### src/gtg_pkg.sv
// Shared widths, register codes, stage types and the arctangent table.
`timescale 1ns / 1ps

package gtg_pkg;

    // Field widths
    localparam int POS_W      = 14;
    localparam int HEAD_W     = 15;
    localparam int GAIN_W     = 12;
    localparam int TOL_W      = 14;
    localparam int LIN_W      = 15;
    localparam int TURN_W     = 16;
    localparam int CFG_IDX_W  = 3;
    localparam int CFG_DATA_W = 14;

    // Internal widths
    localparam int OFS_W       = POS_W + 1;          // signed goal offset
    localparam int SQ_W        = 2 * POS_W + 2;      // dx^2 + dy^2
    localparam int ROOT_W      = SQ_W / 2;           // floor square root
    localparam int REM_W       = ROOT_W + 3;         // sqrt partial remainder
    localparam int ANG_FRAC    = 16;                 // CORDIC vector scaling
    localparam int CX_W        = OFS_W + ANG_FRAC + 3;
    localparam int CZ_W        = 21;                 // Q16 angle accumulator
    localparam int BEAR_W      = CZ_W + 1 - 4;       // rounded bearing, Q12
    localparam int ERR_W       = BEAR_W + 1;         // bearing minus heading
    localparam int LPROD_W     = GAIN_W + ROOT_W;
    localparam int APROD_W     = GAIN_W + 1 + ERR_W;
    localparam int CORDIC_STAGES = 16;
    localparam int PIPE_STAGES   = (CORDIC_STAGES > ROOT_W) ? CORDIC_STAGES : ROOT_W;

    localparam logic signed [CZ_W-1:0] PI_Q16 = CZ_W'(205887);

    // Register reset values
    localparam logic [POS_W-1:0]  GOAL_X_RST   = POS_W'(1024);
    localparam logic [POS_W-1:0]  GOAL_Y_RST   = POS_W'(1024);
    localparam logic [TOL_W-1:0]  STOP_TOL_RST = TOL_W'(10);
    localparam logic [GAIN_W-1:0] LIN_GAIN_RST = GAIN_W'(384);
    localparam logic [GAIN_W-1:0] ANG_GAIN_RST = GAIN_W'(1024);

    // Register indexes
    typedef enum logic [CFG_IDX_W-1:0] {
        CFG_GOAL_X   = 3'd0,
        CFG_GOAL_Y   = 3'd1,
        CFG_STOP_TOL = 3'd2,
        CFG_LIN_GAIN = 3'd3,
        CFG_ANG_GAIN = 3'd4
    } cfg_index_t;

    typedef struct packed {
        logic [POS_W-1:0]  goal_x;
        logic [POS_W-1:0]  goal_y;
        logic [TOL_W-1:0]  stop_tol;
        logic [GAIN_W-1:0] lin_gain;
        logic [GAIN_W-1:0] ang_gain;
    } cfg_t;

    // State carried through the square root / CORDIC stages
    typedef struct packed {
        logic [SQ_W-1:0]          rad;
        logic [REM_W-1:0]         rem;
        logic [ROOT_W-1:0]        root;
        logic signed [CX_W-1:0]   cx;
        logic signed [CX_W-1:0]   cy;
        logic signed [CZ_W-1:0]   cz;
        logic signed [HEAD_W-1:0] heading;
    } iter_t;

    // round(atan(2^-i) * 65536)
    function automatic logic signed [CZ_W-1:0] atan_q16(input int idx);
        logic signed [CZ_W-1:0] val;
        case (idx)
            0:       val = CZ_W'(51472);
            1:       val = CZ_W'(30386);
            2:       val = CZ_W'(16055);
            3:       val = CZ_W'(8150);
            4:       val = CZ_W'(4091);
            5:       val = CZ_W'(2047);
            6:       val = CZ_W'(1024);
            7:       val = CZ_W'(512);
            8:       val = CZ_W'(256);
            9:       val = CZ_W'(128);
            10:      val = CZ_W'(64);
            11:      val = CZ_W'(32);
            12:      val = CZ_W'(16);
            13:      val = CZ_W'(8);
            14:      val = CZ_W'(4);
            15:      val = CZ_W'(2);
            16:      val = CZ_W'(1);
            default: val = '0;
        endcase
        return val;
    endfunction

endpackage

### src/gtg_back.sv
// Back end: tolerance check, gain multiplies, rounding and saturation.
`timescale 1ns / 1ps

module gtg_back
    import gtg_pkg::*;
(
    input  logic                     clk,
    input  logic                     rst_n,
    input  logic                     adv,
    input  logic                     back_valid_in,
    input  iter_t                    back_in,
    input  cfg_t                     cfg,
    output logic                     back_valid_out,
    output logic [LIN_W-1:0]         linear_speed,
    output logic signed [TURN_W-1:0] turn_rate,
    output logic                     goal_reached
);

    // Stage D: reach test, linear product, heading error
    logic                    d_valid_reg;
    logic                    d_reached_reg;
    logic [LPROD_W-1:0]      d_lprod_reg;
    logic signed [ERR_W-1:0] d_err_reg;
    logic signed [CZ_W:0]    z_round;
    logic signed [BEAR_W-1:0] bearing;
    logic                    reached_next;
    logic [LPROD_W-1:0]      lprod_next;
    logic signed [ERR_W-1:0] err_next;

    assign reached_next = back_in.root <= {1'b0, cfg.stop_tol};
    assign lprod_next   = LPROD_W'(cfg.lin_gain) * LPROD_W'(back_in.root);
    assign z_round      = {back_in.cz[CZ_W-1], back_in.cz} + (CZ_W+1)'(8);
    assign bearing      = z_round[CZ_W:4];
    assign err_next     = ERR_W'(bearing) - ERR_W'(back_in.heading);

    // Stage E: angular product, linear round and clamp
    logic                      e_valid_reg;
    logic                      e_reached_reg;
    logic [LIN_W-1:0]          e_lin_reg;
    logic signed [APROD_W-1:0] e_aprod_reg;
    logic signed [APROD_W-1:0] aprod_next;
    logic [LPROD_W:0]          lin_sum;
    logic [LPROD_W-8:0]        lin_shift;
    logic [LIN_W-1:0]          lin_next;

    assign aprod_next = $signed({1'b0, cfg.ang_gain}) * d_err_reg;
    assign lin_sum    = {1'b0, d_lprod_reg} + (LPROD_W+1)'(128);
    assign lin_shift  = lin_sum[LPROD_W:8];
    assign lin_next   = (lin_shift > (LPROD_W-7)'({LIN_W{1'b1}})) ? {LIN_W{1'b1}}
                                                                 : lin_shift[LIN_W-1:0];

    // Stage F: angular round and clamp, output register
    logic                     f_valid_reg;
    logic                     f_reached_reg;
    logic [LIN_W-1:0]         f_lin_reg;
    logic signed [TURN_W-1:0] f_turn_reg;
    logic signed [APROD_W:0]  turn_sum;
    logic signed [APROD_W-10:0] turn_shift;
    logic signed [TURN_W-1:0] turn_next;
    localparam logic signed [APROD_W-10:0] TURN_MAX = (APROD_W-9)'(32767);
    localparam logic signed [APROD_W-10:0] TURN_MIN = -(APROD_W-9)'(32768);

    assign turn_sum   = {e_aprod_reg[APROD_W-1], e_aprod_reg} + (APROD_W+1)'(512);
    assign turn_shift = turn_sum[APROD_W:10];

    always_comb
    begin
        if (turn_shift > TURN_MAX)
        begin
            turn_next = TURN_MAX[TURN_W-1:0];
        end
        else if (turn_shift < TURN_MIN)
        begin
            turn_next = TURN_MIN[TURN_W-1:0];
        end
        else
        begin
            turn_next = turn_shift[TURN_W-1:0];
        end
    end

    // valid bits
    always_ff @(posedge clk or negedge rst_n)
    begin
        if (!rst_n)
        begin
            d_valid_reg <= 1'b0;
            e_valid_reg <= 1'b0;
            f_valid_reg <= 1'b0;
        end
        else if (adv)
        begin
            d_valid_reg <= back_valid_in;
            e_valid_reg <= d_valid_reg;
            f_valid_reg <= e_valid_reg;
        end
    end

    // payload; commands forced to zero once the goal is reached
    always_ff @(posedge clk)
    begin
        if (adv)
        begin
            d_reached_reg <= reached_next;
            d_lprod_reg   <= lprod_next;
            d_err_reg     <= err_next;
            e_reached_reg <= d_reached_reg;
            e_lin_reg     <= lin_next;
            e_aprod_reg   <= aprod_next;
            f_reached_reg <= e_reached_reg;
            f_lin_reg     <= e_reached_reg ? '0 : e_lin_reg;
            f_turn_reg    <= e_reached_reg ? '0 : turn_next;
        end
    end

    assign back_valid_out = f_valid_reg;
    assign linear_speed   = f_lin_reg;
    assign turn_rate      = f_turn_reg;
    assign goal_reached   = f_reached_reg;

endmodule

### config.mk
export PLATFORM = sky130hd
export DESIGN_NAME = gtg_back
export DESIGN_NICKNAME = d
export VERILOG_FILES = /design/src/gtg_pkg.sv /design/src/gtg_back.sv
export SDC_FILE = /design/constraint.sdc
export NUM_CORES = 1
export LEC_CHECK = 0
export BUFFER_PORTS_ARGS = -buffer_cell sky130_fd_sc_hd__buf_2
export CAP_MARGIN = 20
export CORE_UTILIZATION = 55
export DETAILED_ROUTE_END_ITERATION = 6
export GPL_ROUTABILITY_DRIVEN = 0
export HOLD_SLACK_MARGIN = 0.02
export PLACE_DENSITY_LB_ADDON = 0.25
export SLEW_MARGIN = 30
export SYNTH_ARGS = -nofsm -noshare
export SYNTH_HDL_FRONTEND = slang
export SYNTH_SLANG_ARGS = --single-unit
### constraint.sdc
create_clock -name clk -period 5.6 [get_ports clk]
set_clock_uncertainty 0.05 [all_clocks]
set_input_delay 0.56 -clock clk [delete_from_list [all_inputs] [get_ports clk]]
set_output_delay 0.56 -clock clk [all_outputs]
set_load 0.05 [all_outputs]
* Word-level counts from Yosys, hierarchy flattened *
Cells that the tools add are included.

word-level totals
  flip-flop bits (word level) = 130
  bits of input ports = 237
  output and inout bits = 33
  word-level logic and storage cells = 26

operators by class
  add/sub/neg operators = 4
  $mul = 2
  magnitude comparators = 4
  muxes and demuxes = 2
  reductions and logical operators = 1

operators by type and width
  kind                                                   number
  adder 32 x 11 -> 33 bit (second input constant)        1
  multiplier 13 x 19 -> 32 bit                           1
  adder 27 x 8 -> 28 bit (second input constant)         1
  multiplier 12 x 15 -> 27 bit                           1
  > comparator 23 x 16 -> 1 bit (second input constant)  1
  < comparator 23 x 16 -> 1 bit (second input constant)  1
  adder 21 x 5 -> 22 bit (second input constant)         1
  > comparator 20 x 15 -> 1 bit (second input constant)  1
  subtractor 18 x 15 -> 19 bit                           1
  2-to-1 mux 16 bit                                      1
  less-or-equal comparator 15 x 14 -> 1 bit              1
  2-to-1 mux 15 bit                                      1
  OR reduction 2 bit                                     1

* Logic depth before layout (Yosys ltp) *
Gate-level depths: netlist of the first run.

  depth in word-level cells = 4
  mapped depth = 23
  mapped depth without buffers = 21

* Least setup slack after synthesis of the first run *
No wires, ideal clock.

  path kind = input to register
  start = input cfg[2] in the netlist's numbering
  end = register e_aprod_reg[31], data pin
  arrival = 5,783 ps
  required time = 5,278 ps
  slack = -504 ps
  stages = 20
  path through = clkbuf_1 > and2_1 > fa_1 > inv_1 > fa_1 > inv_1 > fa_1 > fa_1 > inv_1 > fa_1 > inv_1 > ha_1 > a21oi_1 > o21bai_1 > a21o_1 > a21o_1 > a21oi_1 > nand4_2 > a2111oi_0 > nor4bb_1

on the way
  word-level cells in the longest chain between the ends = 1

RTL lines
  item                          RTL line         source
  start, declared               gtg_back.sv:12   input cfg_t cfg,
  multiplier 13 x 19 -> 32 bit  gtg_back.sv:46   assign aprod_next = $signed({1'b0, cfg.ang_gain}) * d_err_reg;
  via aprod_next[31]            gtg_back.sv:41   logic signed [APROD_W-1:0] aprod_next;
  end signal, assigned          gtg_back.sv:109  e_aprod_reg <= aprod_next;
  end, declared                 gtg_back.sv:40   logic signed [APROD_W-1:0] e_aprod_reg;

The timed path passes the listed nets, and every way through them passes these cells.
A chain may end at the register's enable or synchronous reset.

* Final worst setup path of the first run *
  start = register d_err_reg[5]
  end = register e_aprod_reg[30], data pin

on the way
  word-level cells in the longest chain between the ends = 1

RTL lines
  item                          RTL line         source
  start, declared               gtg_back.sv:23   logic signed [ERR_W-1:0] d_err_reg;
  start signal, assigned        gtg_back.sv:106  d_err_reg <= err_next;
  multiplier 13 x 19 -> 32 bit  gtg_back.sv:46
  via aprod_next[30]            gtg_back.sv:41

The timed path passes the listed nets, and every way through them passes these cells.

==> results.json, run 1 <==
{
  "rows": 68,
  "netlist_area_mm2": 0.0193,
  "wl_um": 41600,
  "core_area_mm2": 0.0345,
  "numCtsBuffers": 17,
  "max_cap_viol_count": 0,
  "synthFlopType": "edfxtp_1",
  "syn_nets": 2790,
  "hp-class": "primary input to flop",
  "h-tree-depth": 4,
  "ys_ff_latch": 114,
  "worstSkewPairLatency_ns": 0.42,
  "die_w_um": 189,
  "setup_slack_ns": -0.149,
  "startpoint_type": "flop",
  "dr.pass1.iters": 5,
  "numPortBuffers": 122,
  "final_antenna_net_count": 0,
  "fin_crit_sh_pct": 103,
  "synth_warnings": 0,
  "dpl.hpwl_um": 35100,
  "synth-edff-count": 111,
  "cts_sinks": 114,
  "route.vias.total": 14273,
  "drc": 0,
  "fillCellCount": 2816,
  "largest_reg_flops": 23,
  "cp_data_arrival_time_ns": 5.86,
  "tightest_slew_ns": 0.894,
  "clockBufferDepth": 2,
  "final_core_util_pct": 65.8,
  "setup_violations": 5,
  "die_h_um": 189,
  "cts_root_buffer": "clkbuf_16",
  "crit_fanout": 4,
  "dieArea_mm2": 0.0359,
  "rsz0062_at_grt": "true",
  "maxSlewHeadroom_pct": 40.4,
  "syn_area_per_cell_um2": 9.42,
  "initial_core_util_pct": 55.9,
  "fmax_mhz": 174,
  "track_usage_pct": 25.0,
  "grt_max_degree": 72,
  "nNetsFinal": 3070,
  "synthToLayoutAreaGrowth_pct": 17.6,
  "path_clk_slew_ns": 0.05,
  "grt_pass1_vias": 15195,
  "routedWlPerCell_um": 14.9,
  "synthArstFlopShare_pct": 2.63,
  "violations": "negative setup slack",
  "report.final.slew_viol_count": 0,
  "hold_viol": 0,
  "critPathKind": "flop to flop",
  "fin_area_mm2": 0.0227,
  "final_layout_size_suffix_gt1_share_pct": 18.2,
  "grt_pass1_wl_um": 71500,
  "vias_per_cell": 5.10,
  "min_period_ns": 5.75,
  "worst_setup_path_end_kind": "flop",
  "dp.cells": 2749,
  "r2r_slack_ns": -0.15,
  "cts_tree": "yes",
  "status": "finished with violations",
  "seq_area_frac_synth_pct": 17.6,
  "synth_cell_type_count": 61,
  "critPathRequiredTime_ns": 5.72,
  "antennaDiodeCount": 0,
  "antenna_found_initial": 0,
  "post_dp_cell_area_mm2": 0.0219,
  "overflow": 0,
  "synth_cells": 2051,
  "first_iter_violations": 818,
  "layout.cells.non_filler": 2799,
  "io_pins": 270
}
[Yosys cell counts, drive strengths merged (5+ instances only)]
library cell	n	area, um^2
edfxtp	111	3330
a21o	13	97.6
nand3	31	155
nor2	48	180
nand2	287	1080
xor2	45	394
nand2b	6	37.5
fa	337	6750
nand4	13	87.6
xnor2	60	526
a31oi	10	62.6
o21ai	33	169
o21bai	7	52.6
nor2b	26	163
inv	487	1830
buf	5	23.8
a211oi	9	85.1
and2	164	1030
nor3	13	65.1
o21a	14	105
or2	5	31.3
and3	16	100
clkbuf	66	248
a21oi	35	179
ha	165	2060
[layout by cell type (no fill, tap or decap), drive strengths merged, types with 4 or more instances in the layout]
master | synthesis | layout
nand2 | 287 | 287
xor2 | 45 | 45
xnor2 | 60 | 60
ha | 165 | 165
clkinv | 0 | 7
o21bai | 7 | 7
nand3 | 31 | 31
o21a | 14 | 14
and4 | 4 | 4
nand4 | 13 | 13
nand2b | 6 | 6
nor2 | 48 | 48
a21o | 13 | 13
and3 | 16 | 16
o21ai | 33 | 33
and2 | 164 | 164
clkbuf | 66 | 21
a211oi | 9 | 9
a21oi | 35 | 35
or2 | 5 | 5
mux2 | 4 | 4
a31oi | 10 | 10
inv | 487 | 487
nor3 | 13 | 13
buf | 5 | 331
fa | 337 | 337
nor2b | 26 | 26
edfxtp | 111 | 111
[cells by family (layout without fill, tap and decap cells)]
group | count (synthesis) | in the layout | share of synthesized area [%]
flip-flops | 114 | 114 | 17.6
multiplexers | 6 | 6 | 0.337
AND/OR/NAND/NOR | 625 | 625 | 15.9
AO/OA/AOI/OAI | 141 | 141 | 4.86
buffers and inverters | 558 | 851 | 10.9
XOR/XNOR | 105 | 105 | 4.76
adder cells (fa/ha/maj) | 502 | 502 | 45.6
[timing repair]
action                                  CTS  global route
pin swaps                                22            36
endpoints found under the hold margin     3             0
hold buffers                              1             0
endpoints found under the setup margin   12            15
setup buffers                             7            11
resized for setup                        19            34
[layer usage]
layer  part of all wire [%]  track usage, %
met1                     44            34.2
met2                     48            42.0
met3                    5.2            3.02
met4                    2.0            7.07
met5                      0               0
[cell type report]
| type | count | area (um^2) | share of cell area, % |
|---|---|---|---|
| Clock buffer | 21 | 440 | 1.94 |
| Clock inverter | 11 | 114 | 0.501 |
| Inverter | 487 | 1830 | 8.04 |
| Multi-Input combinational cell | 1379 | 14100 | 62.1 |
| Sequential cell | 114 | 3410 | 15.0 |
| Tap cell | 455 | 569 | 2.51 |
| Timing Repair Buffer | 332 | 2250 | 9.92 |
[critical path, stage by stage, from the launching register on]
cell and delay, ns:
edfxtp_1 0.49, buf_6 0.17, and2_4 0.13, fa_1 0.51
inv_2 0.05, fa_1 0.51, inv_2 0.04, fa_1 0.49
fa_1 0.56, inv_2 0.04, fa_1 0.52, inv_2 0.05
ha_4 0.26, and3_4 0.20, nand4_1 0.18, a21oi_4 0.25
nor4b_4 0.09, or4_4 0.47, nand4_4 0.11, buf_6 0.11
a31oi_1 0.08, xnor2_1 0.14
[stage by stage]
stage / hold slack, ns / setup WS [ns] / setup TNS [ns]
after floorplan: 0.214 / -0.0321 / -0.0508
after global placement: 0.304 / -0.445 / -4.99
after detailed placement: 0.311 / -0.548 / -6.87
after CTS: 0.337 / -0.149 / -0.596
after global routing: 0.329 / -0.358 / -3.03
final: 0.340 / -0.149 / -0.598
[worst paths after layout]
check	depth (start not counted)	from	end
setup / recovery	21	d_err_reg[5]$_DFFE_PP_	e_aprod_reg[30]$_DFFE_PP_
max in group asynchronous	2	rst_n	d_valid_reg$_DFFE_PN0P_
min in group asynchronous	2	rst_n	back_valid_out$_DFFE_PN0P_
hold / removal	2	back_valid_in	d_valid_reg$_DFFE_PN0P_
hold reg to reg	0	d_reached_reg$_DFFE_PP_	e_reached_reg$_DFFE_PP_
setup reg to reg	21	d_err_reg[5]$_DFFE_PP_	e_aprod_reg[30]$_DFFE_PP_
Power of run 1 is left out: the tool's default activity adds up to more than one toggle a clock period on the data nets, which glitch-free logic cannot reach.
==> run 2: changes to the inputs <==
--- a/config.mk
+++ b/config.mk
@@ -11,7 +11,8 @@
 export DETAILED_ROUTE_END_ITERATION = 6
 export GPL_ROUTABILITY_DRIVEN = 0
 export HOLD_SLACK_MARGIN = 0.02
-export PLACE_DENSITY_LB_ADDON = 0.25
+export MAX_ROUTING_LAYER = met4
+export PLACE_DENSITY = 0.84
 export SLEW_MARGIN = 30
 export SYNTH_ARGS = -nofsm -noshare
 export SYNTH_HDL_FRONTEND = slang
==> run 2 against run 1 <==
Net effect:
- the flow still finishes with violations (negative setup slack)
- sequential share of layout area is 0.14 points lower
- critical path depth is 1 higher
- die area stayed put
- count of clock-buffer cells in the layout is 2 lower
- worst setup slack worse by 0.025 ns
==> results.json, run 2 (synthesis results as in run 1) <==
{
  "dp.cells": 2730,
  "rows": 68,
  "clockBufferDepth": 2,
  "die_h_um": 189,
  "core_area_mm2": 0.0345,
  "maxSlewHeadroom_pct": 49.6,
  "final_antenna_net_count": 0,
  "dr_wl_met3_um": 2670,
  "cpPeakStageDelay_ns": 0.54,
  "tightest_slew_ns": 0.756,
  "track_usage_pct": 26.8,
  "max_cap_viol_count": 0,
  "min_period_ns": 5.77,
  "drc": 0,
  "io_pins": 270,
  "dr.pass1.iters": 5,
  "routedWlPerCell_um": 16.1,
  "initial_core_util_pct": 55.9,
  "synthToLayoutAreaGrowth_pct": 18.7,
  "hold_viol": 0,
  "grt_pass1_vias": 16236,
  "cts_sinks": 114,
  "crit_family": "adder cells",
  "report.final.slew_viol_count": 0,
  "top_layer": "met4",
  "worst_setup_path_end_kind": "flop",
  "critical_path_buf_inv_count": 7,
  "status": "finished with violations",
  "dp_slack_ns": -0.612,
  "final_layout_size_suffix_gt1_share_pct": 19.5,
  "die_w_um": 189,
  "setup_slack_ns": -0.174,
  "final_common_cell": "inv_1",
  "hp-class": "primary input to flop",
  "cp_data_arrival_time_ns": 5.89,
  "fillCellCount": 2453,
  "cpMaxStageDelayCell": "fa_1",
  "crit_chain": "buf_6, nand2_1, fa_1, inv_1, fa_1, inv_1, fa_1, inv_1, fa_1, inv_1, fa_1, inv_1, ha_4, and3_4, a211oi_4, a21oi_2, nor4b_4, buf_4, o21ai_4, a211o_1, a31oi_2, xnor2_1",
  "critPathRequiredTime_ns": 5.71,
  "dpl.hpwl_um": 36300,
  "numPortBuffers": 122,
  "setup_violations": 10,
  "multiInputGateArea_mm2": 0.0142,
  "wl_met2_um": 23300,
  "fmax_mhz": 173,
  "path_clk_slew_ns": 0.06,
  "grt_max_degree": 60,
  "rsz0062_at_grt": "true",
  "route.vias.total": 14801,
  "violations": "negative setup slack",
  "startpoint_type": "flop",
  "numCtsBuffers": 17,
  "final_cell_mix": "inv_1 (470), fa_1 (330), nand2_1 (285)",
  "h-tree-depth": 4,
  "wl_um": 45000,
  "fin_crit_sh_pct": 103,
  "critPathKind": "flop to flop",
  "worstSkewPairLatency_ns": 0.42,
  "cts_tree": "yes",
  "vias_per_cell": 5.29,
  "dieArea_mm2": 0.0359,
  "antenna_found_initial": 0,
  "layout.cells.non_filler": 2800,
  "overflow": 0,
  "m1WireLength_um": 17600,
  "largest_reg_flops": 23,
  "seqCellArea_mm2": 0.00341,
  "cts_root_buffer": "clkbuf_16",
  "antennaDiodeCount": 0,
  "nNetsFinal": 3071,
  "crit_fanout": 3,
  "grt_pass1_wl_um": 75200,
  "first_iter_violations": 816
}
## run 2: cell types whose count changed in the layout (fill, tap and decap cells not counted), moves of 3 or more
| cell | previous run | this run |
|---|---|---|
| fa_2 | 2 | 7 |
| and2_4 | 6 | 14 |
| buf_4 | 200 | 197 |
| and2_1 | 158 | 150 |
| fa_1 | 335 | 330 |
| inv_1 | 475 | 470 |
| inv_2 | 12 | 17 |
## run 2: final timing paths
check                                        endpoint                    start  slack [ns]  depth (start not counted)
setup / recovery            e_aprod_reg[25]$_DFFE_PP_   d_err_reg[6]$_DFFE_PP_       -0.17                         22
hold / removal                d_valid_reg$_DFFE_PN0P_            back_valid_in        0.33                          2
setup reg to reg            e_aprod_reg[25]$_DFFE_PP_   d_err_reg[6]$_DFFE_PP_       -0.17                         22
hold reg to reg               e_reached_reg$_DFFE_PP_  d_reached_reg$_DFFE_PP_        0.37                          0
max in group asynchronous  back_valid_out$_DFFE_PN0P_                    rst_n        4.98                          2
min in group asynchronous     d_valid_reg$_DFFE_PN0P_                    rst_n        0.41                          2
## run 2: area by class of cell
type,count,share of cell area (%)
multi-input combinational,1379,62.1
sequential,114,14.9
timing repair buffer,333,9.94
inverter,487,7.97
tap,455,2.48
clock buffer,19,1.89
clock inverter,13,0.797
## run 2: routing by layer
metal	track usage, %	up-vias
li1	-	6777
met1	31.8	7355
met2	46.9	545
met3	3.08	124
met4	9.89	0
met5	-	-
## run 2: per-stage QoR
step                      setup TNS, ns  util [%]  hold WS [ns]  cell area, um^2
after floorplan                 -0.0508         -         0.214            19600
after global placement            -4.50      62.9         0.303            21700
after detailed placement          -6.99      62.9         0.309            21700
after CTS                        -0.413      65.5         0.323            22600
after global routing              -3.18      66.4         0.328            22900
final                             -1.23      66.4         0.331            22900
## run 2: repair_timing
action / 4_1_cts / 5_1_grt
endpoints found under the setup margin: 11 / 18
buffers inserted: 16 / 23
pin swaps: 39 / 53
hold buffers: 1 / 0
endpoints found under the hold margin: 3 / 0
gates resized for setup: 36 / 49
Power of run 2 is left out for the same reason.
==> run 3: changes to the inputs <==
--- a/config.mk
+++ b/config.mk
@@ -8,6 +8,7 @@
 export BUFFER_PORTS_ARGS = -buffer_cell sky130_fd_sc_hd__buf_2
 export CAP_MARGIN = 20
 export CORE_UTILIZATION = 55
+export CTS_BUF_LIST = sky130_fd_sc_hd__clkbuf_4
 export DETAILED_ROUTE_END_ITERATION = 6
 export GPL_ROUTABILITY_DRIVEN = 0
 export HOLD_SLACK_MARGIN = 0.02
==> run 3 against run 2 <==
Net effect:
- the flow still finishes with violations (negative setup slack)
- sequential cell count unchanged
- non-clock buffer count down 19
- maximum frequency up 1.6%
- via count down 1.2%
- worst hold slack worse by 0.12 ns
- critical path depth down 4
- count of clock-buffer cells in the layout unchanged
- cell count down 0.61%
- first-iteration DRC count up 1.3%
- final area down 2.2%
- largest cell class unchanged
==> results.json, run 3 (synthesis results as in run 1) <==
{
  "final_antenna_net_count": 0,
  "fin_crit_sh_pct": 101,
  "startpoint_type": "flop",
  "cpPeakStageDelay_ns": 0.58,
  "grt_pass1_vias": 16114,
  "hp-start": "back_valid_in",
  "crit_chain": "and2_4, fa_2, inv_1, fa_2, fa_1, inv_1, fa_1, inv_1, fa_1, inv_1, ha_1, nand4_1, or2_1, or4_4, nand4_4, buf_6, nand2_1, xnor2_1",
  "final_common_cell": "inv_1",
  "die_w_um": 189,
  "cpMaxStageDelayCell": "or4_4",
  "nNetsFinal": 3052,
  "worst_setup_path_end_kind": "flop",
  "route.vias.total": 14624,
  "final_layout_size_suffix_gt1_share_pct": 18.0,
  "dr.pass1.iters": 7,
  "drc": 0,
  "grt_pass1_wl_um": 74200,
  "cp_data_arrival_time_ns": 5.91,
  "initial_core_util_pct": 55.9,
  "grt_max_degree": 60,
  "critPathKind": "flop to flop",
  "violations": "negative setup slack",
  "clockBufferDepth": 2,
  "path_common_cell": "inv_1",
  "tightest_slew_ns": 0.748,
  "critical_path_buf_inv_count": 5,
  "path_clk_slew_ns": 0.12,
  "setup_slack_ns": -0.0812,
  "numPortBuffers": 122,
  "track_usage_pct": 26.5,
  "numCtsBuffers": 17,
  "routedWlPerCell_um": 15.5,
  "first_iter_violations": 827,
  "worstSkewPairLatency_ns": 0.54,
  "crit_fanout": 5,
  "wl_um": 43200,
  "cts_sinks": 114,
  "crit_family": "adder cells",
  "cts_tree": "yes",
  "setup_violations": 4,
  "min_period_ns": 5.68,
  "rows": 68,
  "core_area_mm2": 0.0345,
  "die_h_um": 189,
  "fmax_mhz": 176,
  "overflow": 0,
  "io_pins": 270,
  "reg2reg_from": "d_err_reg[18]$_DFFE_PP_",
  "final_cell_mix": "inv_1 (478), fa_1 (332), nand2_1 (285)",
  "status": "finished with violations",
  "cts_root_buffer": "clkbuf_4",
  "hold_viol": 0,
  "vias_per_cell": 5.25,
  "dpl.hpwl_um": 36300,
  "dieArea_mm2": 0.0359,
  "critPathRequiredTime_ns": 5.83,
  "report.final.slew_viol_count": 0,
  "hp-class": "primary input to flop",
  "maxSlewHeadroom_pct": 50.1,
  "h-tree-depth": 4,
  "synthToLayoutAreaGrowth_pct": 16.1,
  "largest_reg_flops": 23,
  "max_cap_viol_count": 0,
  "setup_tns_ns": -0.183,
  "startpoint": "d_err_reg[18]$_DFFE_PP_",
  "antenna_found_initial": 2,
  "dp_slack_ns": -0.612,
  "rsz0062_at_grt": "true"
}
-- run 3: changes by cell type in the layout (fill, tap and decap cells not counted), moves of 5 or more --
| cell | change |
|---|---|
| buf_4 | -14 |
| buf_6 | -5 |
| clkbuf_16 | -17 |
| clkbuf_4 | +19 |
| inv_1 | +8 |
| inv_2 | -8 |
-- run 3: worst reg2reg max path: stages (launching register included) --
cell and delay (ns):
edfxtp_1 0.48, and2_4 0.22, fa_2 0.57, inv_1 0.07, fa_2 0.57, fa_1 0.56
inv_1 0.05, fa_1 0.47, inv_1 0.05, fa_1 0.53, inv_1 0.04, ha_1 0.31
nand4_1 0.12, or2_1 0.27, or4_4 0.58, nand4_4 0.11, buf_6 0.13, nand2_1 0.08
xnor2_1 0.18
-- run 3: stage by stage --
| step | std cells | hold slack (ns) | util [%] | instance area [um^2] |
|---|---|---|---|---|
| after global routing | 2783 | 0.175 | 64.9 | 22400 |
| after floorplan | 2051 | 0.214 | - | 19600 |
| after detailed placement | 2730 | 0.309 | 62.9 | 21700 |
| final | 2783 | 0.214 | 64.9 | 22400 |
| after global placement | 2730 | 0.303 | 62.9 | 21700 |
| after CTS | 2774 | 0.169 | 64.5 | 22300 |
-- run 3: layer usage --
layer,wire length (um),share of wire [%],GRT usage (%)
met5,0,0,-
met4,1390,3.2,9.40
met3,2500,5.8,2.97
met2,22300,52,46.2
met1,17000,39,31.6
-- run 3: area by class of cell --
type | instances | area, um^2
multi-input cells | 1379 | 14200
repair buffers | 314 | 2120
clock buffers | 19 | 143
clock inverters | 13 | 183
inverters | 487 | 1830
well taps | 455 | 569
fillers | 2570 | 12100
diodes | 2 | 5.00
flip-flops and latches | 114 | 3410
-- run 3: path summary, 6_finish.rpt --
path	end	slack (ns)	cells past startpoint
setup reg to reg	e_aprod_reg[29]$_DFFE_PP_	-0.08	18
hold / removal	d_valid_reg$_DFFE_PN0P_	0.21	2
max in group asynchronous	back_valid_out$_DFFE_PN0P_	5.10	2
hold reg to reg	e_reached_reg$_DFFE_PP_	0.38	0
setup / recovery	e_aprod_reg[29]$_DFFE_PP_	-0.08	18
min in group asynchronous	d_valid_reg$_DFFE_PN0P_	0.29	2
-- run 3: repair_timing --
item | 4_1_cts | 5_1_grt
setup endpoints to repair | 11 | 14
gates resized for setup | 38 | 18
hold buffers | 1 | 0
endpoints found under the hold margin | 3 | 0
pin swaps | 39 | 16
setup buffers | 11 | 8
Power of run 3 is left out for the same reason.
