[src/gtg_pkg.sv]
// Shared widths, register codes, stage types and the arctangent table.
`timescale 1ns / 1ps

package gtg_pkg;

    // Field widths
    localparam int POS_W      = 14;
    localparam int HEAD_W     = 15;
    localparam int GAIN_W     = 12;
    localparam int TOL_W      = 14;
    localparam int LIN_W      = 15;
    localparam int TURN_W     = 16;
    localparam int CFG_IDX_W  = 3;
    localparam int CFG_DATA_W = 14;

    // Internal widths
    localparam int OFS_W       = POS_W + 1;          // signed goal offset
    localparam int SQ_W        = 2 * POS_W + 2;      // dx^2 + dy^2
    localparam int ROOT_W      = SQ_W / 2;           // floor square root
    localparam int REM_W       = ROOT_W + 3;         // sqrt partial remainder
    localparam int ANG_FRAC    = 16;                 // CORDIC vector scaling
    localparam int CX_W        = OFS_W + ANG_FRAC + 3;
    localparam int CZ_W        = 21;                 // Q16 angle accumulator
    localparam int BEAR_W      = CZ_W + 1 - 4;       // rounded bearing, Q12
    localparam int ERR_W       = BEAR_W + 1;         // bearing minus heading
    localparam int LPROD_W     = GAIN_W + ROOT_W;
    localparam int APROD_W     = GAIN_W + 1 + ERR_W;
    localparam int CORDIC_STAGES = 16;
    localparam int PIPE_STAGES   = (CORDIC_STAGES > ROOT_W) ? CORDIC_STAGES : ROOT_W;

    localparam logic signed [CZ_W-1:0] PI_Q16 = CZ_W'(205887);

    // Register reset values
    localparam logic [POS_W-1:0]  GOAL_X_RST   = POS_W'(1024);
    localparam logic [POS_W-1:0]  GOAL_Y_RST   = POS_W'(1024);
    localparam logic [TOL_W-1:0]  STOP_TOL_RST = TOL_W'(10);
    localparam logic [GAIN_W-1:0] LIN_GAIN_RST = GAIN_W'(384);
    localparam logic [GAIN_W-1:0] ANG_GAIN_RST = GAIN_W'(1024);

    // Register indexes
    typedef enum logic [CFG_IDX_W-1:0] {
        CFG_GOAL_X   = 3'd0,
        CFG_GOAL_Y   = 3'd1,
        CFG_STOP_TOL = 3'd2,
        CFG_LIN_GAIN = 3'd3,
        CFG_ANG_GAIN = 3'd4
    } cfg_index_t;

    typedef struct packed {
        logic [POS_W-1:0]  goal_x;
        logic [POS_W-1:0]  goal_y;
        logic [TOL_W-1:0]  stop_tol;
        logic [GAIN_W-1:0] lin_gain;
        logic [GAIN_W-1:0] ang_gain;
    } cfg_t;

    // State carried through the square root / CORDIC stages
    typedef struct packed {
        logic [SQ_W-1:0]          rad;
        logic [REM_W-1:0]         rem;
        logic [ROOT_W-1:0]        root;
        logic signed [CX_W-1:0]   cx;
        logic signed [CX_W-1:0]   cy;
        logic signed [CZ_W-1:0]   cz;
        logic signed [HEAD_W-1:0] heading;
    } iter_t;

    // round(atan(2^-i) * 65536)
    function automatic logic signed [CZ_W-1:0] atan_q16(input int idx);
        logic signed [CZ_W-1:0] val;
        case (idx)
            0:       val = CZ_W'(51472);
            1:       val = CZ_W'(30386);
            2:       val = CZ_W'(16055);
            3:       val = CZ_W'(8150);
            4:       val = CZ_W'(4091);
            5:       val = CZ_W'(2047);
            6:       val = CZ_W'(1024);
            7:       val = CZ_W'(512);
            8:       val = CZ_W'(256);
            9:       val = CZ_W'(128);
            10:      val = CZ_W'(64);
            11:      val = CZ_W'(32);
            12:      val = CZ_W'(16);
            13:      val = CZ_W'(8);
            14:      val = CZ_W'(4);
            15:      val = CZ_W'(2);
            16:      val = CZ_W'(1);
            default: val = '0;
        endcase
        return val;
    endfunction

endpackage

[src/gtg_front.sv]
// Front end: goal offset, squares, sum and CORDIC half-plane pre-rotation.
`timescale 1ns / 1ps

module gtg_front
    import gtg_pkg::*;
(
    input  logic                     clk,
    input  logic                     rst_n,
    input  logic                     adv,
    input  logic                     beat_valid,
    input  logic [POS_W-1:0]         pose_x,
    input  logic [POS_W-1:0]         pose_y,
    input  logic signed [HEAD_W-1:0] pose_heading,
    input  cfg_t                     cfg,
    output logic                     front_valid,
    output iter_t                    front_data
);

    // Stage A: goal offset
    logic                     a_valid_reg;
    logic signed [OFS_W-1:0]  a_dx_reg, a_dy_reg;
    logic signed [HEAD_W-1:0] a_hd_reg;
    logic signed [OFS_W-1:0]  dx_next, dy_next;

    assign dx_next = $signed({1'b0, cfg.goal_x}) - $signed({1'b0, pose_x});
    assign dy_next = $signed({1'b0, cfg.goal_y}) - $signed({1'b0, pose_y});

    // Stage B: squares and pre-rotation
    logic                     b_valid_reg;
    logic [SQ_W-2:0]          b_sqx_reg, b_sqy_reg;
    logic signed [CX_W-1:0]   b_cx_reg, b_cy_reg;
    logic signed [CZ_W-1:0]   b_cz_reg;
    logic signed [HEAD_W-1:0] b_hd_reg;
    logic signed [2*OFS_W-1:0] sqx, sqy;
    logic signed [CX_W-1:0]   x0, y0, cx_next, cy_next;
    logic signed [CZ_W-1:0]   cz_next;

    assign sqx = a_dx_reg * a_dx_reg;
    assign sqy = a_dy_reg * a_dy_reg;
    assign x0  = {{(CX_W-OFS_W-ANG_FRAC){a_dx_reg[OFS_W-1]}}, a_dx_reg, {ANG_FRAC{1'b0}}};
    assign y0  = {{(CX_W-OFS_W-ANG_FRAC){a_dy_reg[OFS_W-1]}}, a_dy_reg, {ANG_FRAC{1'b0}}};

    // left half-plane: turn by pi, +pi on the upper side and on the axis
    always_comb
    begin
        cx_next = x0;
        cy_next = y0;
        cz_next = '0;
        if (a_dx_reg[OFS_W-1])
        begin
            cx_next = -x0;
            cy_next = -y0;
            cz_next = a_dy_reg[OFS_W-1] ? -PI_Q16 : PI_Q16;
        end
    end

    // Stage C: sum of squares
    logic  c_valid_reg;
    iter_t c_data_reg;
    iter_t c_data_next;

    always_comb
    begin
        c_data_next.rad     = {1'b0, b_sqx_reg} + {1'b0, b_sqy_reg};
        c_data_next.rem     = '0;
        c_data_next.root    = '0;
        c_data_next.cx      = b_cx_reg;
        c_data_next.cy      = b_cy_reg;
        c_data_next.cz      = b_cz_reg;
        c_data_next.heading = b_hd_reg;
    end

    // valid bits
    always_ff @(posedge clk or negedge rst_n)
    begin
        if (!rst_n)
        begin
            a_valid_reg <= 1'b0;
            b_valid_reg <= 1'b0;
            c_valid_reg <= 1'b0;
        end
        else if (adv)
        begin
            a_valid_reg <= beat_valid;
            b_valid_reg <= a_valid_reg;
            c_valid_reg <= b_valid_reg;
        end
    end

    // payload
    always_ff @(posedge clk)
    begin
        if (adv)
        begin
            a_dx_reg   <= dx_next;
            a_dy_reg   <= dy_next;
            a_hd_reg   <= pose_heading;
            b_sqx_reg  <= sqx[SQ_W-2:0];
            b_sqy_reg  <= sqy[SQ_W-2:0];
            b_cx_reg   <= cx_next;
            b_cy_reg   <= cy_next;
            b_cz_reg   <= cz_next;
            b_hd_reg   <= a_hd_reg;
            c_data_reg <= c_data_next;
        end
    end

    assign front_valid = c_valid_reg;
    assign front_data  = c_data_reg;

endmodule

[config.mk]
export PLATFORM = sky130hd
export DESIGN_NAME = gtg_front
export DESIGN_NICKNAME = d
export VERILOG_FILES = /design/src/gtg_pkg.sv /design/src/gtg_front.sv
export SDC_FILE = /design/constraint.sdc
export NUM_CORES = 1
export LEC_CHECK = 0
export BUFFER_PORTS_ARGS = -buffer_cell sky130_fd_sc_hd__buf_2
export CORE_MARGIN = 4
export CORE_UTILIZATION = 45
export CTS_BUF_LIST = sky130_fd_sc_hd__clkbuf_16
export CTS_CLUSTER_SIZE = 28
export DETAILED_ROUTE_END_ITERATION = 12
export SYNTH_ARGS = -nofsm -noshare
export SYNTH_HDL_FRONTEND = slang
export SYNTH_SLANG_ARGS = --single-unit
[constraint.sdc]
create_clock -name clk -period 17.3 [get_ports clk]
set_input_delay 4.325 -clock clk [delete_from_list [all_inputs] [get_ports clk]]
set_output_delay 4.325 -clock clk [all_outputs]
set_load 0.01 [all_outputs]
* Word level (Yosys, flattened, before mapping)
Index checks and enable logic that the tools add are counted.
** Operators by class
- Add/sub/neg operators :: 5
- $mul :: 2
- Mux-type cells :: 3
** Operators by type and width (count)
- $neg 31->34 :: 2
- $mul 15x15->29 :: 2
- $mux 34 :: 1
- $add 29x29->30 :: 1
- $mux 30 :: 1
- $sub 14x14->15 :: 2
- $mux 21 :: 1
** Word-level totals
- Register bits after elaboration :: 344
- Input bits :: 113
- Output and inout bits :: 168
- Logic and storage cells :: 29

* Longest topological paths before layout
Gate-level depths: netlist of the first run.
- Word-level depth :: 2
- Mapped depth :: 26
- Gate-level depth less buffers :: 24

* Worst setup path before layout of the first run
OpenSTA, ideal clock, no wires.
- Path kind :: flip-flop to flip-flop
- Start :: reg a_dx_reg[14]
- End :: reg b_sqx_reg[27] (data pin)
- Library setup time :: 0.263 ns
- Arrival :: 6.530 ns
- Data required time :: 17.037 ns
- Slack :: 10.508 ns
- Cell stages (with the launch flop) :: 26
- Buffers on the path :: 3
- Period minus slack after synthesis :: 6.792 ns
- Cell sequence :: edfxtp_1 -> clkbuf_1 -> clkinv_1 -> clkbuf_1 -> buf_1 -> nor2_1 -> fa_1 -> inv_1 -> fa_1 -> inv_1 -> fa_1 -> fa_1 -> fa_1 -> inv_1 -> fa_1 -> inv_1 -> ha_1 -> a21oi_1 -> nand2_1 -> o21ai_1 -> a21oi_2 -> a221oi_4 -> nor3_2 -> o31a_1 -> o41ai_2 -> xnor2_1
** On the way
- Word-level cells in the longest chain between the ends :: 1
** RTL lines
- start, declared :: RTL line gtg_front.sv:21 : logic signed [OFS_W-1:0] a_dx_reg, a_dy_reg;
- start signal, assigned :: RTL line gtg_front.sv:95 : a_dx_reg <= dx_next;
- $mul 15x15->29 :: RTL line gtg_front.sv:38 : assign sqx = a_dx_reg * a_dx_reg;
- via sqx[27] :: RTL line gtg_front.sv:34 : logic signed [2*OFS_W-1:0] sqx, sqy;
- end signal, assigned :: RTL line gtg_front.sv:98 : b_sqx_reg <= sqx[SQ_W-2:0];
- end, declared :: RTL line gtg_front.sv:30 : logic [SQ_W-2:0] b_sqx_reg, b_sqy_reg;
The timed path passes the listed nets, and every way through them passes these cells.
A chain may end at the register's enable or synchronous reset.

* Final worst setup path of the first run
- Start :: reg a_dx_reg[2]
- End :: reg b_sqx_reg[28] (data pin)
Same word-level chain as after synthesis.

==> results of run 1 <==
layer usage:
metal,vias up,GRT usage,share of wire
met5,-,0,0
met4,0,0.0356,0.019
met3,61,0.0276,0.055
met2,349,0.293,0.50
met1,8410,0.225,0.42
li1,7828,-,-
cells in the final DEF, fill, tap and decap left out, types with 5 or more instances in the layout:
cell type and count:
sky130_fd_sc_hd__a21o_1 26, sky130_fd_sc_hd__o21bai_1 5, sky130_fd_sc_hd__nor2b_1 14, sky130_fd_sc_hd__a21oi_1 68, sky130_fd_sc_hd__xor2_1 25, sky130_fd_sc_hd__o21ai_0 23, sky130_fd_sc_hd__inv_1 646, sky130_fd_sc_hd__nand2_1 172
sky130_fd_sc_hd__buf_2 176, sky130_fd_sc_hd__fa_1 389, sky130_fd_sc_hd__and2_1 55, sky130_fd_sc_hd__o21ai_1 26, sky130_fd_sc_hd__or3_1 8, sky130_fd_sc_hd__a31oi_1 6, sky130_fd_sc_hd__nand2b_1 22, sky130_fd_sc_hd__edfxtp_1 237
sky130_fd_sc_hd__nor4_1 5, sky130_fd_sc_hd__o31ai_1 6, sky130_fd_sc_hd__nor2_1 125, sky130_fd_sc_hd__clkbuf_16 27, sky130_fd_sc_hd__o31a_1 7, sky130_fd_sc_hd__nor3_1 21, sky130_fd_sc_hd__clkinv_1 11, sky130_fd_sc_hd__and3_1 7
sky130_fd_sc_hd__nand3_1 22, sky130_fd_sc_hd__a31o_2 6, sky130_fd_sc_hd__conb_1 68, sky130_fd_sc_hd__a211oi_1 10, sky130_fd_sc_hd__ha_1 228, sky130_fd_sc_hd__o41ai_1 5, sky130_fd_sc_hd__buf_4 7, sky130_fd_sc_hd__mux2_2 5
sky130_fd_sc_hd__xnor2_1 114, sky130_fd_sc_hd__o21a_1 9
kinds of logic after synthesis:
kind of cell	synth area share
DFF	0.276
buffers and inverters	0.125
AOI/OAI and AO/OA	0.0604
other	0.000144
muxes	0.00216
xor gates and xnor gates	0.0467
and+or+nand+nor	0.0815
adders and majority gates	0.408
worst paths after layout:
kind                       depth (start not counted)                  endpoint                    from  slack [ps]
setup / recovery                                  19   b_sqx_reg[28]$_DFFE_PP_   a_dx_reg[2]$_DFFE_PP_        9840
hold / removal                                     0  front_data[95]$_DFFE_PP_  b_cx_reg[25]$_DFFE_PP_         400
hold reg to reg                                    0  front_data[95]$_DFFE_PP_  b_cx_reg[25]$_DFFE_PP_         400
min in group asynchronous                          1   b_valid_reg$_DFFE_PN0P_                   rst_n        3530
max in group asynchronous                          1   a_valid_reg$_DFFE_PN0P_                   rst_n       13670
setup reg to reg                                  19   b_sqx_reg[28]$_DFFE_PP_   a_dx_reg[2]$_DFFE_PP_        9840
worst register-to-register path, delay by kind of cell, from the launching register on:
family | cells | cell delay (ps)
AOI/OAI and AO/OA | 5 | 1290
xor gates and xnor gates | 1 | 100
adders and majority gates | 7 | 3640
buffers and inverters | 5 | 1050
DFF | 1 | 830
and+or+nand+nor | 1 | 320
layout make-up:
cell class	count	area, um2	area share
Clock buffer	27	676	0.0239
Clock inverter	22	176	0.00625
Inverter	646	2420	0.0859
Multi-Input combinational cell	1527	15900	0.562
Sequential cell	240	7190	0.255
Tap cell	756	946	0.0335
Timing Repair Buffer	184	948	0.0336
per-stage QoR:
stage	hold WS, ps	cell area, um2
detailed placement	405	27400
finish	403	28200
CTS	401	28200
global placement	401	27400
global route	412	28200
floorplan	400	26300
==> impl_summary.txt, run 1 <==
----------------------------------------------------
[Outcome]
  Status ... finished clean

[Synth]
  Post-synth cell types ... 65
  Number of warning messages in the yosys log ... 0
  Cell type with the largest total area after synthesis ... sky130_fd_sc_hd__fa_1
  Dominant cells by area after synthesis ... sky130_fd_sc_hd__fa_1 (30%), sky130_fd_sc_hd__edfxtp_1 (27%), sky130_fd_sc_hd__ha_1 (11%)
  Ranking of synthesized cells by instance count ... sky130_fd_sc_hd__inv_1 (641), sky130_fd_sc_hd__fa_1 (389), sky130_fd_sc_hd__edfxtp_1 (237)
  Share of flip-flops with an asynchronous set or reset after synthesis ... 0.0125
  Post-Synthesis Cell Area ... 26100 um2
  Most instantiated library cell after synthesis ... sky130_fd_sc_hd__inv_1
  Predominant post-synthesis flop cell ... sky130_fd_sc_hd__edfxtp_1
  Sequential cell area fraction in the yosys report ... 0.276
  Synth top area share ... 0.299
  Avg Synthesized Cell Area ... 10.5 um2
  Count of state elements after synthesis ... 240
  Number of instances in the synthesized netlist ... 2480
  Count of flip-flops with a built-in enable after synthesis ... 237

[CTS]
  Clock input transition at the sequential cells of the worst setup and hold paths ... 60 ps
  Total clock buffers created by CTS ... 27
  Cells resized by post-CTS repair ... 0
  Insertion delay to the later sink of the worst-skew pair ... 580 ps
  Sinks on Clock Net ... 240
  Setup bufs post-CTS ... 0
  Max clock buf depth ... 3
  Clock tree from TritonCTS ... yes
  Post-CTS Hold Fix Bufs ... 0
  H-tree levels ... 1
  CTS Root Buffer Type ... sky130_fd_sc_hd__clkbuf_16

[Detailed routing]
  ANT nets after route ... 0
  Via density per instance ... 4.89
  First drt pass iteration count ... 5
  Drt initial violations ... 874
  WL final ... 51200 um
  DRC violation count after routing ... 0
  Via total after detailed routing ... 16648
  Post-DR wirelength/cell ... 15.0 um

[Timing]
  Max-slew violations ... 0
  Final setup viols ... 0
  Slew of the pin with the lowest slew margin ... 1030 ps
  Final setup TNS ... 0 ps
  Maximum achievable frequency ... 134 MHz
  Endpoints failing hold ... 0
  Minimum clock period after layout ... 7460 ps
  Setup slack of the critical path after layout ... 9840 ps
  Post-route clock period utilization ... 0.431
  Max_slew headroom ... 0.312
  RSZ-0062 raised after global routing ... false
  Worst-case clock skew ... 24.0 ps

[Floorplan]
  Area of the die ... 61800 um2
  Chip Height ... 249 um
  Number of standard-cell rows in the floorplan ... 87
  Starting Density ... 0.459
  Total I/O pin count ... 281
  Die Span X ... 249 um
  Area of the core ... 56800 um2

[Critical path]
  Crit path arrival time ... 7770 ps
  Most common cell type on the critical path ... sky130_fd_sc_hd__fa_1
  Critical Path Max Stage Delay ... 830 ps
  Series of cell instances along the critical path ... clkinv_1 > nor2_1 > fa_1 > fa_1 > inv_1 > fa_1 > inv_1 > fa_1 > fa_1 > inv_1 > fa_1 > inv_1 > ha_1 > a21o_1 > a21oi_1 > o31ai_2 > a41o_1 > o41ai_2 > xnor2_1
  Number of buffers and inverters on the critical path ... 5
  Worst endpoint required time ... 17610 ps
  Critical setup path kind ... reg -> reg
  Crit path max fanout ... 17
  Critical path startpoint category ... register
  Delay-heaviest family, CP ... adder cells
  CP max-delay cell ... sky130_fd_sc_hd__edfxtp_1
  CP Capture Type ... register

[Flow run]
  Max cap viols ... 0

[Global route]
  Largest net degree at the start of global routing ... 102
  Via count of the first global-routing pass ... 17937
  Aggregate global routing overflow ... 0
  Gr usage total ... 0.169
  Antenna violations before repair ... 2
  First-pass GRT wire length ... 86600 um

[Layout]
  Count of antenna diodes in the layout ... 0
  Final net count ... 3356
  Number of filler cells placed in the layout ... 5288
  Largest register FFs ... 84
  Non-filler cells, final ... 3402
  P&R area growth vs syn ... 8.35%
  Proportion of layout cells with a drive suffix above 1 ... 0.0945
  Final design utilization ... 0.497

[Placement]
  HPWL reported at the end of detailed placement ... 41500 um
  RePlAce Congestion ... 0.867
  Count of port buffers added during placement ... 177
  # placed instances ... 3353
  Pre-CTS worst setup slack ... 9810 ps

[Min path]
  Class of the tightest hold or removal check ... reg -> reg

----------------------------------------------------
Power of run 1 is not shown: default switching activity piles up to over one toggle a cycle in this logic, so the estimate is an artifact.
==> inputs of run 2 (changes only) <==
--- a/config.mk
+++ b/config.mk
@@ -11,6 +11,7 @@
 export CTS_BUF_LIST = sky130_fd_sc_hd__clkbuf_16
 export CTS_CLUSTER_SIZE = 28
 export DETAILED_ROUTE_END_ITERATION = 12
+export PLACE_DENSITY = 0.66
 export SYNTH_ARGS = -nofsm -noshare
 export SYNTH_HDL_FRONTEND = slang
 export SYNTH_SLANG_ARGS = --single-unit
==> constraint.sdc (replaced) <==
create_clock -name clk -period 6.7 [get_ports clk]
set_input_delay 1.675 -clock clk [delete_from_list [all_inputs] [get_ports clk]]
set_output_delay 1.675 -clock clk [all_outputs]
set_load 0.01 [all_outputs]
==> run 2 against run 1 <==
Against the previous run:
- die area did not move
- maximum frequency increased by 17%
- design area increased by 2.3%
- clock skew decreased by 6.5 ps
- sequential share of layout area down 0.58 points
- non-clock buffer count up 69
- worst hold slack improved by 5.9 ps
- global-route usage rose by 0.084 points
- critical path depth is 2 higher
- via count increased by 1.9%
- final cell count is 2.1% higher
- critical path type unchanged
- largest cell class unchanged
- highest routed layer unchanged
==> impl_summary.txt, run 2 (same netlist as run 1, synthesis figures left out) <==
----------------------------------------------------
[Outcome]
  Status ... finished clean

[Timing]
  Setup slack of the critical path after layout ... 303 ps (-9540 ps)
  Slew of the pin with the lowest slew margin ... 953 ps (-79.3 ps)
  Final setup viols ... 0 (unchanged)
  Max-slew violations ... 0 (unchanged)
  Final setup TNS ... 0 ps (unchanged)
  RSZ-0062 raised after global routing ... true
  Endpoints failing hold ... 0 (unchanged)
  Max_slew headroom ... 0.364 (+0.0529)
  Worst-case clock skew ... 17.5 ps (-6.49 ps)
  Maximum achievable frequency ... 156 MHz (+17%)
  Post-route clock period utilization ... 0.955 (+0.523)
  Minimum clock period after layout ... 6400 ps (-1060 ps)

[Global route]
  Antenna violations before repair ... 3 (+1)
  Largest net degree at the start of global routing ... 129 (+26%)
  Aggregate global routing overflow ... 0 (unchanged)
  Gr usage total ... 0.170 (+0.000840)
  First-pass GRT wire length ... 87000 um (+0.43%)
  Via count of the first global-routing pass ... 17994 (+0.32%)

[Critical path]
  Crit path max fanout ... 11 (-6)
  CP Capture Type ... register
  Endpoint of the lowest-slack register-to-register path ... b_sqx_reg[27]$_DFFE_PP_
  Worst R2R Path Depth ... 21 (+2)
  Worst-case register-to-register setup slack ... 300 ps (-9540 ps)
  Critical setup path kind ... reg -> reg
  Crit path arrival time ... 6720 ps (-1050 ps)
  Worst endpoint required time ... 7030 ps (-10580 ps)
  Reg-to-reg startpoint ... a_dx_reg[6]$_DFFE_PP_
  Critical path startpoint category ... register

[CTS]
  H-tree levels ... 1 (unchanged)
  Clock tree from TritonCTS ... yes
  Total clock buffers created by CTS ... 29 (+7.4%)
  Insertion delay to the later sink of the worst-skew pair ... 580 ps (about the same)
  Post-CTS Hold Fix Bufs ... 0 (unchanged)
  Sinks on Clock Net ... 240 (unchanged)
  Clock input transition at the sequential cells of the worst setup and hold paths ... 60 ps (about the same)
  CTS Root Buffer Type ... sky130_fd_sc_hd__clkbuf_16
  Max clock buf depth ... 3 (unchanged)

[Flow run]
  Max cap viols ... 0 (unchanged)

[Layout]
  Leading cell type in the layout, fill and taps excluded ... sky130_fd_sc_hd__inv_1
  Proportion of layout cells with a drive suffix above 1 ... 0.120 (+0.0255)
  Largest register FFs ... 84 (unchanged)
  Final net count ... 3427 (+2.1%)
  P&R area growth vs syn ... 10.9%
  Highest-count cells in the layout ignoring fill and taps ... sky130_fd_sc_hd__inv_1 (644), sky130_fd_sc_hd__fa_1 (389), sky130_fd_sc_hd__edfxtp_1 (237)
  Non-filler cells, final ... 3474 (+2.1%)
  Count of antenna diodes in the layout ... 0 (unchanged)

[Placement]
  # placed instances ... 3417 (+1.9%)
  HPWL reported at the end of detailed placement ... 43000 um (+3.5%)
  Pre-CTS worst setup slack ... 194 ps (-9620 ps)
  RePlAce Congestion ... 0.881 (+1.6%)
  Count of port buffers added during placement ... 177 (unchanged)

[Floorplan]
  Chip Height ... 249 um (unchanged)
  Area of the die ... 61800 um2 (unchanged)
  Starting Density ... 0.459 (unchanged)
  Total I/O pin count ... 281 (unchanged)
  Die Span X ... 249 um (unchanged)
  Number of standard-cell rows in the floorplan ... 87 (unchanged)
  Area of the core ... 56800 um2 (unchanged)

[Detailed routing]
  Via total after detailed routing ... 16965 (+1.9%)
  Via density per instance ... 4.88 (-0.21%)
  DRC violation count after routing ... 0 (unchanged)
  WL final ... 51900 um (+1.4%)
  ANT nets after route ... 0 (unchanged)
  Drt initial violations ... 883 (+1.0%)
  Post-DR wirelength/cell ... 14.9 um (-0.73%)
  First drt pass iteration count ... 6 (+1)

[Min path]
  Cell depth of the worst min-delay path ... 0 (unchanged)
  Beginning of the worst hold path ... b_cy_reg[22]$_DFFE_PP_
  Hold Path Sink ... front_data[58]$_DFFE_PP_
  Class of the tightest hold or removal check ... reg -> reg

----------------------------------------------------
==> run 2: changes by cell type in the layout (fill, tap and decap cells not counted), sizes merged <==
cell / before / now
buf: 184 / 253
bufinv: 2 / 5
clkbuf: 27 / 29
inv: 649 / 647
==> run 2: worst max-delay path by stage <==
stage / startpoint / end / slack [ps] / cells after the start
floorplan: a_dx_reg[14]$_DFFE_PP_ / b_sqx_reg[28]$_DFFE_PP_ / 50 / 22
finish: a_dx_reg[6]$_DFFE_PP_ / b_sqx_reg[27]$_DFFE_PP_ / 300 / 21
global route: a_dx_reg[6]$_DFFE_PP_ / b_sqx_reg[27]$_DFFE_PP_ / -30 / 22
global placement: a_dx_reg[3]$_DFFE_PP_ / b_sqx_reg[27]$_DFFE_PP_ / 240 / 21
detailed placement: a_dx_reg[3]$_DFFE_PP_ / b_sqx_reg[27]$_DFFE_PP_ / 190 / 21
CTS: a_dx_reg[3]$_DFFE_PP_ / b_sqx_reg[27]$_DFFE_PP_ / 170 / 21
==> run 2: layer usage <==
layer  up-vias  GRT usage  share of wire
met5         -          0              0
met4         0     0.0410          0.025
met3        68     0.0261          0.061
met2       373      0.293           0.50
met1      8561      0.226           0.41
li1       7963          -              -
==> run 2: cell type report <==
type	count	area [um2]
Clock buffer	29	726
Clock inverter	23	258
Fill cell	5202	27900
Inverter	646	2430
Multi-Input combinational cell	1527	15900
Sequential cell	240	7190
Tap cell	756	946
Timing Repair Buffer	253	1480
==> run 2: critical path: stages (launching register included) <==
cell	delay (ps)
sky130_fd_sc_hd__edfxtp_1	600
sky130_fd_sc_hd__and2_1	290
sky130_fd_sc_hd__fa_1	480
sky130_fd_sc_hd__inv_1	50
sky130_fd_sc_hd__fa_1	530
sky130_fd_sc_hd__inv_1	60
sky130_fd_sc_hd__fa_1	510
sky130_fd_sc_hd__inv_1	50
sky130_fd_sc_hd__fa_1	480
sky130_fd_sc_hd__fa_1	530
sky130_fd_sc_hd__fa_1	540
sky130_fd_sc_hd__inv_1	50
sky130_fd_sc_hd__ha_1	340
sky130_fd_sc_hd__nand3_1	120
sky130_fd_sc_hd__a21oi_2	50
sky130_fd_sc_hd__o2111ai_2	240
sky130_fd_sc_hd__a21oi_2	130
sky130_fd_sc_hd__a221oi_4	340
sky130_fd_sc_hd__nor3_2	80
sky130_fd_sc_hd__o31a_1	320
sky130_fd_sc_hd__o41ai_2	230
sky130_fd_sc_hd__xnor2_1	100
==> run 2: per-stage QoR <==
step | instance area, um2 | hold slack, ps | util
after floorplan | 26300 | 400 | -
after global placement | 27900 | 401 | 0.491
after detailed placement | 27900 | 405 | 0.491
after CTS | 28900 | 409 | 0.508
after global routing | 28900 | 416 | 0.508
final | 28900 | 409 | 0.508
==> run 2: repair_timing <==
item	4_1_cts	5_1_grt
setup buffers	0	5
endpoints found under the setup margin	0	7
gates resized for setup	0	0
Power of run 2 is left out for the same reason.
==> inputs of run 3 (changes only) <==
--- a/config.mk
+++ b/config.mk
@@ -6,6 +6,7 @@
 export NUM_CORES = 1
 export LEC_CHECK = 0
 export BUFFER_PORTS_ARGS = -buffer_cell sky130_fd_sc_hd__buf_2
+export CORE_ASPECT_RATIO = 1.4
 export CORE_MARGIN = 4
 export CORE_UTILIZATION = 45
 export CTS_BUF_LIST = sky130_fd_sc_hd__clkbuf_16
==> run 3 against run 2 <==
Against the previous run:
- maximum frequency shrank 0.28%
- via count increased by 0.50%
- global-route usage grew 0.52 points
- core utilization down 0.70 points
- register-to-register slack got worse by 20 ps
==> impl_summary.txt, run 3 (same netlist as run 1, synthesis figures left out) <==
----------------------------------------------------
[Placement]
  HPWL reported at the end of detailed placement ... 43800 um (+2.0%)
  Count of port buffers added during placement ... 177 (unchanged)
  Total placed instance area ... 27800 um2 (-0.11%)
  RePlAce Congestion ... 0.846 (-4.0%)

[Flow run]
  Max cap viols ... 0 (unchanged)

[Detailed routing]
  First drt pass iteration count ... 5 (-1)
  WL final ... 53000 um (+2.2%)
  Via density per instance ... 4.93 (+0.90%)
  ANT nets after route ... 0 (unchanged)
  Drt initial violations ... 831 (-5.9%)
  DRC violation count after routing ... 0 (unchanged)
  Post-DR wirelength/cell ... 15.3 um (+2.6%)
  Via total after detailed routing ... 17049 (+0.50%)

[Layout]
  Final net count ... 3428 (+0.029%)
  P&R area growth vs syn ... 10.4%
  Final Cell Area ... 28800 um2 (-0.41%)
  Largest register FFs ... 84 (unchanged)
  Final design utilization ... 0.501 (-0.00704)
  Highest-count cells in the layout ignoring fill and taps ... sky130_fd_sc_hd__inv_1 (644), sky130_fd_sc_hd__fa_1 (388), sky130_fd_sc_hd__edfxtp_1 (237)
  Proportion of layout cells with a drive suffix above 1 ... 0.121 (+0.00110)
  Leading cell type in the layout, fill and taps excluded ... sky130_fd_sc_hd__inv_1
  Count of antenna diodes in the layout ... 0 (unchanged)

[Global route]
  Gr usage total ... 0.175 (+0.00524)
  Antenna violations before repair ... 0 (-3)
  Via count of the first global-routing pass ... 18524 (+2.9%)
  First-pass GRT wire length ... 88400 um (+1.7%)
  Aggregate global routing overflow ... 0 (unchanged)
  Largest net degree at the start of global routing ... 118 (-8.5%)

[CTS]
  H-tree levels ... 1 (unchanged)
  Post-CTS Hold Fix Bufs ... 0 (unchanged)
  Insertion delay to the later sink of the worst-skew pair ... 560 ps (-20 ps)
  Clock tree from TritonCTS ... yes
  Sinks on Clock Net ... 240 (unchanged)
  Total clock buffers created by CTS ... 26 (-10%)
  Clock input transition at the sequential cells of the worst setup and hold paths ... 60 ps (about the same)
  CTS Root Buffer Type ... sky130_fd_sc_hd__clkbuf_16
  Max clock buf depth ... 3 (unchanged)

[Floorplan]
  Area of the core ... 57400 um2 (+0.99%)
  Chip Height ... 293 um (+18%)
  Starting Density ... 0.454 (-0.00450)
  Number of standard-cell rows in the floorplan ... 104 (+20%)
  Die Span X ... 211 um (-15%)
  Total I/O pin count ... 281 (unchanged)
  Area of the die ... 61900 um2 (about the same)

[Timing]
  Endpoints failing hold ... 0 (unchanged)
  Max-slew violations ... 0 (unchanged)
  Maximum achievable frequency ... 156 MHz (-0.28%)
  Slew of the pin with the lowest slew margin ... 993 ps (+40.1 ps)
  Post-route clock period utilization ... 0.957 (+0.00272)
  Worst Hold Margin ... 412 ps (+2.93 ps)
  Final setup viols ... 0 (unchanged)
  Worst-case clock skew ... 11.6 ps (-5.91 ps)
  Max_slew headroom ... 0.338 (-0.0267)
  Minimum clock period after layout ... 6410 ps (+18.2 ps)

[Critical path]
  Number of buffers and inverters on the critical path ... 5 (+1)
  Worst endpoint required time ... 7000 ps (-30 ps)
  Critical path startpoint category ... register
  Crit path max fanout ... 4 (-7)
  Series of cell instances along the critical path ... buf_4 > and2_1 > fa_1 > inv_1 > fa_1 > inv_1 > fa_1 > fa_1 > fa_1 > inv_1 > fa_1 > inv_1 > ha_1 > a21oi_1 > nand2_1 > o21ai_2 > a21oi_2 > a221oi_4 > nor3_2 > o31a_1 > o41ai_2 > xnor2_1
  CP Capture Type ... register
  Critical Path Max Stage Delay ... 540 ps (-60 ps)
  Most common cell type on the critical path ... sky130_fd_sc_hd__fa_1
  Critical setup path kind ... reg -> reg
  Delay-heaviest family, CP ... adder cells
  Crit path arrival time ... 6720 ps (about the same)
  CP max-delay cell ... sky130_fd_sc_hd__fa_1

[Min path]
  Class of the tightest hold or removal check ... reg -> reg

[Outcome]
  Status ... finished clean

----------------------------------------------------
==> run 3: cell types whose count changed in the layout (fill, tap and decap cells not counted), sizes merged <==
| cell | delta |
|---|---|
| buf | +4 |
| clkbuf | -3 |
| clkinv | -3 |
| bufinv | -2 |
| clkinvlp | +2 |
| inv | +2 |
==> run 3: layer usage <==
layer / GRT usage / wire length (um) / part of all wire
met1: 0.211 / 20400 / 0.38
met2: 0.325 / 28300 / 0.53
met3: 0.0198 / 2510 / 0.047
met4: 0.0564 / 1800 / 0.034
met5: 0 / 0 / 0
==> run 3: final cells by class <==
| cell class | count | area [um2] |
|---|---|---|
| clock buffers | 26 | 651 |
| well taps | 742 | 928 |
| multi-input cells | 1527 | 15900 |
| flip-flops and latches | 240 | 7190 |
| clock inverters | 22 | 203 |
| repair buffers | 257 | 1500 |
| inverters | 646 | 2430 |
| fillers | 5110 | 28600 |
==> run 3: path summary, 6_finish.rpt <==
check | cells after the start | slack (ps) | end | start
max in group asynchronous | 1 | 5700 | a_valid_reg$_DFFE_PN0P_ | rst_n
worst min register to register | 0 | 410 | b_hd_reg[14]$_DFFE_PP_ | a_hd_reg[14]$_DFFE_PP_
min in group asynchronous | 1 | 900 | front_valid$_DFFE_PN0P_ | rst_n
worst max register to register | 22 | 290 | b_sqx_reg[27]$_DFFE_PP_ | a_dx_reg[1]$_DFFE_PP_
worst max-delay path | 22 | 290 | b_sqx_reg[27]$_DFFE_PP_ | a_dx_reg[1]$_DFFE_PP_
worst min-delay path | 0 | 410 | b_hd_reg[14]$_DFFE_PP_ | a_hd_reg[14]$_DFFE_PP_
==> run 3: worst reg2reg max path, stage by stage, from the launching register on <==
cell,delay (ps)
sky130_fd_sc_hd__edfxtp_1,480
sky130_fd_sc_hd__buf_4,190
sky130_fd_sc_hd__and2_1,170
sky130_fd_sc_hd__fa_1,530
sky130_fd_sc_hd__inv_1,60
sky130_fd_sc_hd__fa_1,520
sky130_fd_sc_hd__inv_1,50
sky130_fd_sc_hd__fa_1,500
sky130_fd_sc_hd__fa_1,520
sky130_fd_sc_hd__fa_1,540
sky130_fd_sc_hd__inv_1,50
sky130_fd_sc_hd__fa_1,520
sky130_fd_sc_hd__inv_1,40
sky130_fd_sc_hd__ha_1,340
sky130_fd_sc_hd__a21oi_1,170
sky130_fd_sc_hd__nand2_1,100
sky130_fd_sc_hd__o21ai_2,170
sky130_fd_sc_hd__a21oi_2,110
sky130_fd_sc_hd__a221oi_4,340
sky130_fd_sc_hd__nor3_2,80
sky130_fd_sc_hd__o31a_1,310
sky130_fd_sc_hd__o41ai_2,240
sky130_fd_sc_hd__xnor2_1,120
==> run 3: repair_timing <==
item / 4_1_cts / 5_1_grt
setup buffers: 0 / 9
endpoints found under the setup margin: 0 / 3
gates resized for setup: 0 / 6
endpoints found under the hold margin: 0 / 0
==> run 3: metrics by stage <==
stage | setup slack, ps | cells | TNS, ps
floorplan | 46.1 | 2547 | 0
global placement | 349 | 3403 | 0
detailed placement | 271 | 3403 | 0
CTS | 245 | 3451 | 0
global route | -1.96 | 3460 | -1.96
finish | 285 | 3460 | 0
Power of run 3 is left out for the same reason.
